<file path="src/bol_ram.sv">
module bol_ram #(
   parameter int WIDTH = 32,
   parameter int DEPTH = 16
) (
   input  logic                                      clock,
   input  logic                                      wr_en,
   input  logic [((DEPTH > 1) ? $clog2(DEPTH) : 1)-1:0] wr_addr,
   input  logic [WIDTH-1:0]                          wr_data,
   input  logic                                      rd_en,
   input  logic [((DEPTH > 1) ? $clog2(DEPTH) : 1)-1:0] rd_addr,
   output logic [WIDTH-1:0]                          rd_data
);

   logic [WIDTH-1:0] mem_ff [DEPTH];
   logic [WIDTH-1:0] rd_data_ff;

   // Read data holds until the next read
   always_ff @(posedge clock) begin
      if (wr_en) begin
         mem_ff[wr_addr] <= wr_data;
      end
      if (rd_en) begin
         rd_data_ff <= mem_ff[rd_addr];
      end
   end

   assign rd_data = rd_data_ff;

endmodule

</file>
<file path="config.mk">
export PLATFORM = sky130hd
export DESIGN_NAME = bol_ram
export DESIGN_NICKNAME = d
export VERILOG_FILES = /design/src/bol_ram.sv
export SDC_FILE = /design/constraint.sdc
export NUM_CORES = 1
export LEC_CHECK = 0
export BUFFER_PORTS_ARGS = -buffer_cell sky130_fd_sc_hd__buf_2
export CAP_MARGIN = 10
export CORE_MARGIN = 3
export CORE_UTILIZATION = 61
export DETAILED_ROUTE_END_ITERATION = 10
export GPL_TIMING_DRIVEN = 0
export PLACE_DENSITY = 0.81
export SETUP_SLACK_MARGIN = 0.5
export SLEW_MARGIN = 20
export SYNTH_ARGS = -nofsm -noshare
export SYNTH_HDL_FRONTEND = slang
export SYNTH_SLANG_ARGS = --single-unit
</file>
<file path="constraint.sdc">
create_clock -name clock -period 4.1 [get_ports clock]
set_input_delay 0.41 -clock clock [delete_from_list [all_inputs] [get_ports clock]]
set_output_delay 0.41 -clock clock [all_outputs]
set_load 0.1 [all_outputs]
</file>
# Yosys cells after proc, flatten, opt, wreduce, memory -nomap -nowiden
# Memory sizes are Yosys's and may differ from the RTL's. A register that Yosys moved wholly into a read port is not among the register bits.
# Index checks and enable logic that the tools add are counted.
[totals]
reg_bits = 0
latchBits = 0
ram_bits = 512
rom_bits = 0
inputBits = 43
wordCells = 3
memories = 1
[op_classes]
addsub = 0
mul = 0
div_mod_pow = 0
order_cmp = 0
eq_ne = 0
shifts = 0
n_mux = 2
n_bitwise = 0
n_reduce_logical = 0
[mem_list]
columns = ["memory", "depth", "word_bits", "rd", "rd_ports_with_merged_regs", "wr", "line", "rtl"]
rows = [
  ["mem_ff", 16, 32, 1, 1, 1, "14", "logic [WIDTH-1:0] mem_ff [DEPTH];"],
]
[ops]
columns = ["cell", "n"]
rows = [
  ["$mux 1", 2],
]

# Depth between registers and ports, before layout
[logic_depth]
depth_word = 2
ltp_mapped = 5
ltp_nobuf = 3

# Worst setup path before layout
# No wires, ideal clock.
[synth_path]
path_kind = "in2reg"
start = "input wr_addr[2] (netlist bit)"
end = "memory mem_ff[0][0] (enable)"
setup_ps = 461
arrival_time_ps = 3128
slack_ps = 510
cell_stages = 2
path_buffers = 0
cell_sequence = "or3b_2 > nor3_1"
[synth_lines]
columns = ["element", "line", "rtl"]
rows = [
  ["start, declared", "7", "input logic [((DEPTH > 1) ? $clog2(DEPTH) : 1)-1:0] wr_addr,"],
  ["end, declared", "14", ""],
]
# No word-level cell before the write port.

# Worst setup path after layout
[layout_path]
start = "input wr_addr[2] (netlist bit)"
end = "memory mem_ff[8][23] (enable)"
# No word-level cell before the write port.

==> results.sh <==
export IMPL_outcome="finished clean"
export IMPL_viasPerCell=6.85
export IMPL_min_path_cells=1
export IMPL_finalSetupViolCount=0
export IMPL_design_portCount=75
export IMPL_drt_iter0_markers=1608
export IMPL_globalRouteTotalUtil_pct=28.0
export IMPL_dp_slack_ps=1640
export IMPL_worst_slew_pin_slew_ps=964
export IMPL_slowest_delay_ps=790
export IMPL_endpoint_kind="flop"
export IMPL_use_met2_pct=46.5
export IMPL_ctsResizeCount=0
export IMPL_stdcell_area_mm2=0.0233
export IMPL_h_tree_depth=2
export IMPL_die_width_um=188
export IMPL_crit_fanout=8
export IMPL_crit_path_frequent_cell="buf_4"
export IMPL_clockBufferDepth=3
export IMPL_p_per_area_mw_per_mm2=505
export IMPL_clkLatencyLatePin_ps=560
export IMPL_antenna_found_initial=3
export IMPL_cts_sinks=544
export IMPL_leakagePower_uw=0.00749
export IMPL_crit_slowest_cell="nor3_2"
export IMPL_ant_nets=0
export IMPL_netlist_cell_type_count=17
export IMPL_area_growth_pct=15.6
export IMPL_setup_slack_ps=2040
export IMPL_tritoncts="built"
export IMPL_globalplace_congestion=0.726
export IMPL_worstSetupPathType="input pin to flop"
export IMPL_synth_top_cells_by_area="edfxtp_1 (81%), mux4_2 (14%), a22oi_1 (2.4%)"
export IMPL_skew_ps=22.7
export IMPL_initial_core_util_pct=63.0
export IMPL_cts_made_buffers=51
export IMPL_core_area_mm2=0.0320
export IMPL_reg2reg_depth=3
export IMPL_cp_arrival_ps=2300
export IMPL_avgSynthCellArea_um2=24.1
export IMPL_vias=10100
export IMPL_cp_start_kind="input pin"
export IMPL_cts_setup_buffers=0
export IMPL_slew_violations=0
export IMPL_synth_seq_cells=544
export IMPL_grt_max_degree=33
export IMPL_seq_area_frac_synth_pct=81.0
export IMPL_syn_nets=881
export IMPL_clockPowerShare_pct=39.8
export IMPL_place_hpwl_um=27300
export IMPL_rows=65
export IMPL_holdBufCountCts=0
export IMPL_drc=0
export IMPL_fp_dieH_um=188
export IMPL_netlist_area_mm2=0.0202
export IMPL_nNetsFinal=1038
export IMPL_p_seq_share_pct=53.5
export IMPL_pwr_share_comb_pct=6.6
export IMPL_wire_per_inst_um=32.9
export IMPL_top_usage_layer="met2"
export IMPL_path_clk_slew_ps=70
export IMPL_yosys_area_top_type_share_pct=81.0
export IMPL_grt_pass1_wl_um=71600
export IMPL_final_hold_viol_count=0
export IMPL_cts_root_buf="clkbuf_16"
export IMPL_fin_crit_sh_pct=50.2
export IMPL_fmax_mhz=486
export IMPL_crit_chain="buf_2, nand3b_1, nor3_2, buf_4, buf_4"
export IMPL_max_cap_violations=0
export IMPL_yosysWarnings=0
export IMPL_grt_setup_unrepaired="false"
export IMPL_port_buffers=72
export IMPL_internal_power_uw=9170
export IMPL_power_uw=11800
export IMPL_worstPathRequired_ps=4340
export IMPL_switching_share_pct=22.2
export IMPL_relSlewSlack_pct=35.7
export IMPL_post_synth_top_area_cell="edfxtp_1"
export IMPL_min_path_type="input pin to flop"
export IMPL_vdd_drop_max_mv=0.386
export IMPL_p_switching_uw=2610
export IMPL_grt_ovfl_total=0
export IMPL_grt_pass1_vias=10600
export IMPL_use_met3_pct=5.80
export IMPL_postPlaceCellArea_mm2=0.0217
export IMPL_drt_total_wl_um=48400
export IMPL_drive_gt1_share_pct=33.0
export IMPL_met1_usage_pct=37.0
export IMPL_drt_first_pass_iters=5
export IMPL_period_needed_ps=2060
export IMPL_die_area_mm2=0.0353
export IMPL_syn_inst=838
-- critical path: cells and delay by family --
family,cells,cell delay [ps]
buf+inv,3,690
simple gates,2,1180
-- final cells by class --
cell class	count	area (um^2)
Buffer	43	223
Timing Repair Buffer	104	826
Antenna cell	2	5.00
Clock buffer	59	1350
Clock inverter	35	308
Tap cell	435	544
Fill cell	1712	8730
Sequential cell	544	16300
Multi-Input combinational cell	251	3730
-- sequential cells by signal (all words and copies together), names as in the netlist --
name / count
rd_data: 32
mem_ff: 512
-- worst paths after layout --
kind	slack [ps]	from	to
worst min register to register	750	mem_ff[13][2]	rd_data[2]
worst max register to register	2480	mem_ff[11][21]	rd_data[21]
worst min-delay path	230	wr_data[30]	mem_ff[6][30]
worst max-delay path	2040	wr_addr[2]	mem_ff[8][23]
-- power by group through the flow --
stage | sequential, uW | clock (uW) | combinational (uW)
3_3_place_gp | 6410 | 0 | 718
5_1_grt | 6310 | 4930 | 818
6_report | 6300 | 4690 | 783
4_1_cts | 6300 | 4710 | 782
3_5_place_dp | 6420 | 0 | 766
2_1_floorplan | 6610 | 0 | 299
-- metrics by stage --
step	cells	hold slack [ps]	setup TNS [ps]	utilization, %
finish	1473	225	0	72.8
global route	1473	224	0	72.8
CTS	1471	209	0	72.7
detailed placement	1377	726	0	67.6
global placement	1345	720	-232280	65.8
floorplan	838	509	0	-
-- layer usage --
layer | wire length [um] | up-vias
li1 | - | 3933
met1 | 16900 | 5244
met5 | 15 | -
met2 | 24700 | 754
met4 | 2140 | 2
met3 | 4620 | 155
-- cell usage in the layout, fill, tap and decap left out, types with 6 or more instances in the layout --
cell,Yosys,final
nor2_4,0,12
mux4_2,128,128
buf_4,11,24
a22oi_1,64,64
edfxtp_1,544,544
buf_1,9,9
buf_12,0,6
buf_2,4,76
clkinv_1,0,12
buf_6,2,8
clkinvlp_4,0,6
clkbuf_1,17,23
buf_16,0,6
clkbuf_16,0,53
nand2_1,33,33
clkinv_2,0,10
-- cells in the mapped netlist --
cell      instances
or3b_2            1
a22oi_1          64
nor2_1           13
clkbuf_1         17
buf_2             4
buf_1             9
buf_4            11
and2_1            1
nor3_1            4
nand2b_1          2
edfxtp_1        544
nor2b_1           2
nand3_1           1
nand3b_1          2
mux4_2          128
buf_6             2
nand2_1          33
-- kinds of logic (layout without fill, tap and decap cells) --
kind of cell	count (synthesis)	in the layout	share of synthesized area (%)
DFF	544	544	81.0
muxes	128	128	14.3
AOI/OAI and AO/OA	64	64	2.38
and+or+nand+nor	59	59	1.25
buffers and inverters	43	241	1.10
other	0	2	0
Power figures use the tool's default switching activity.
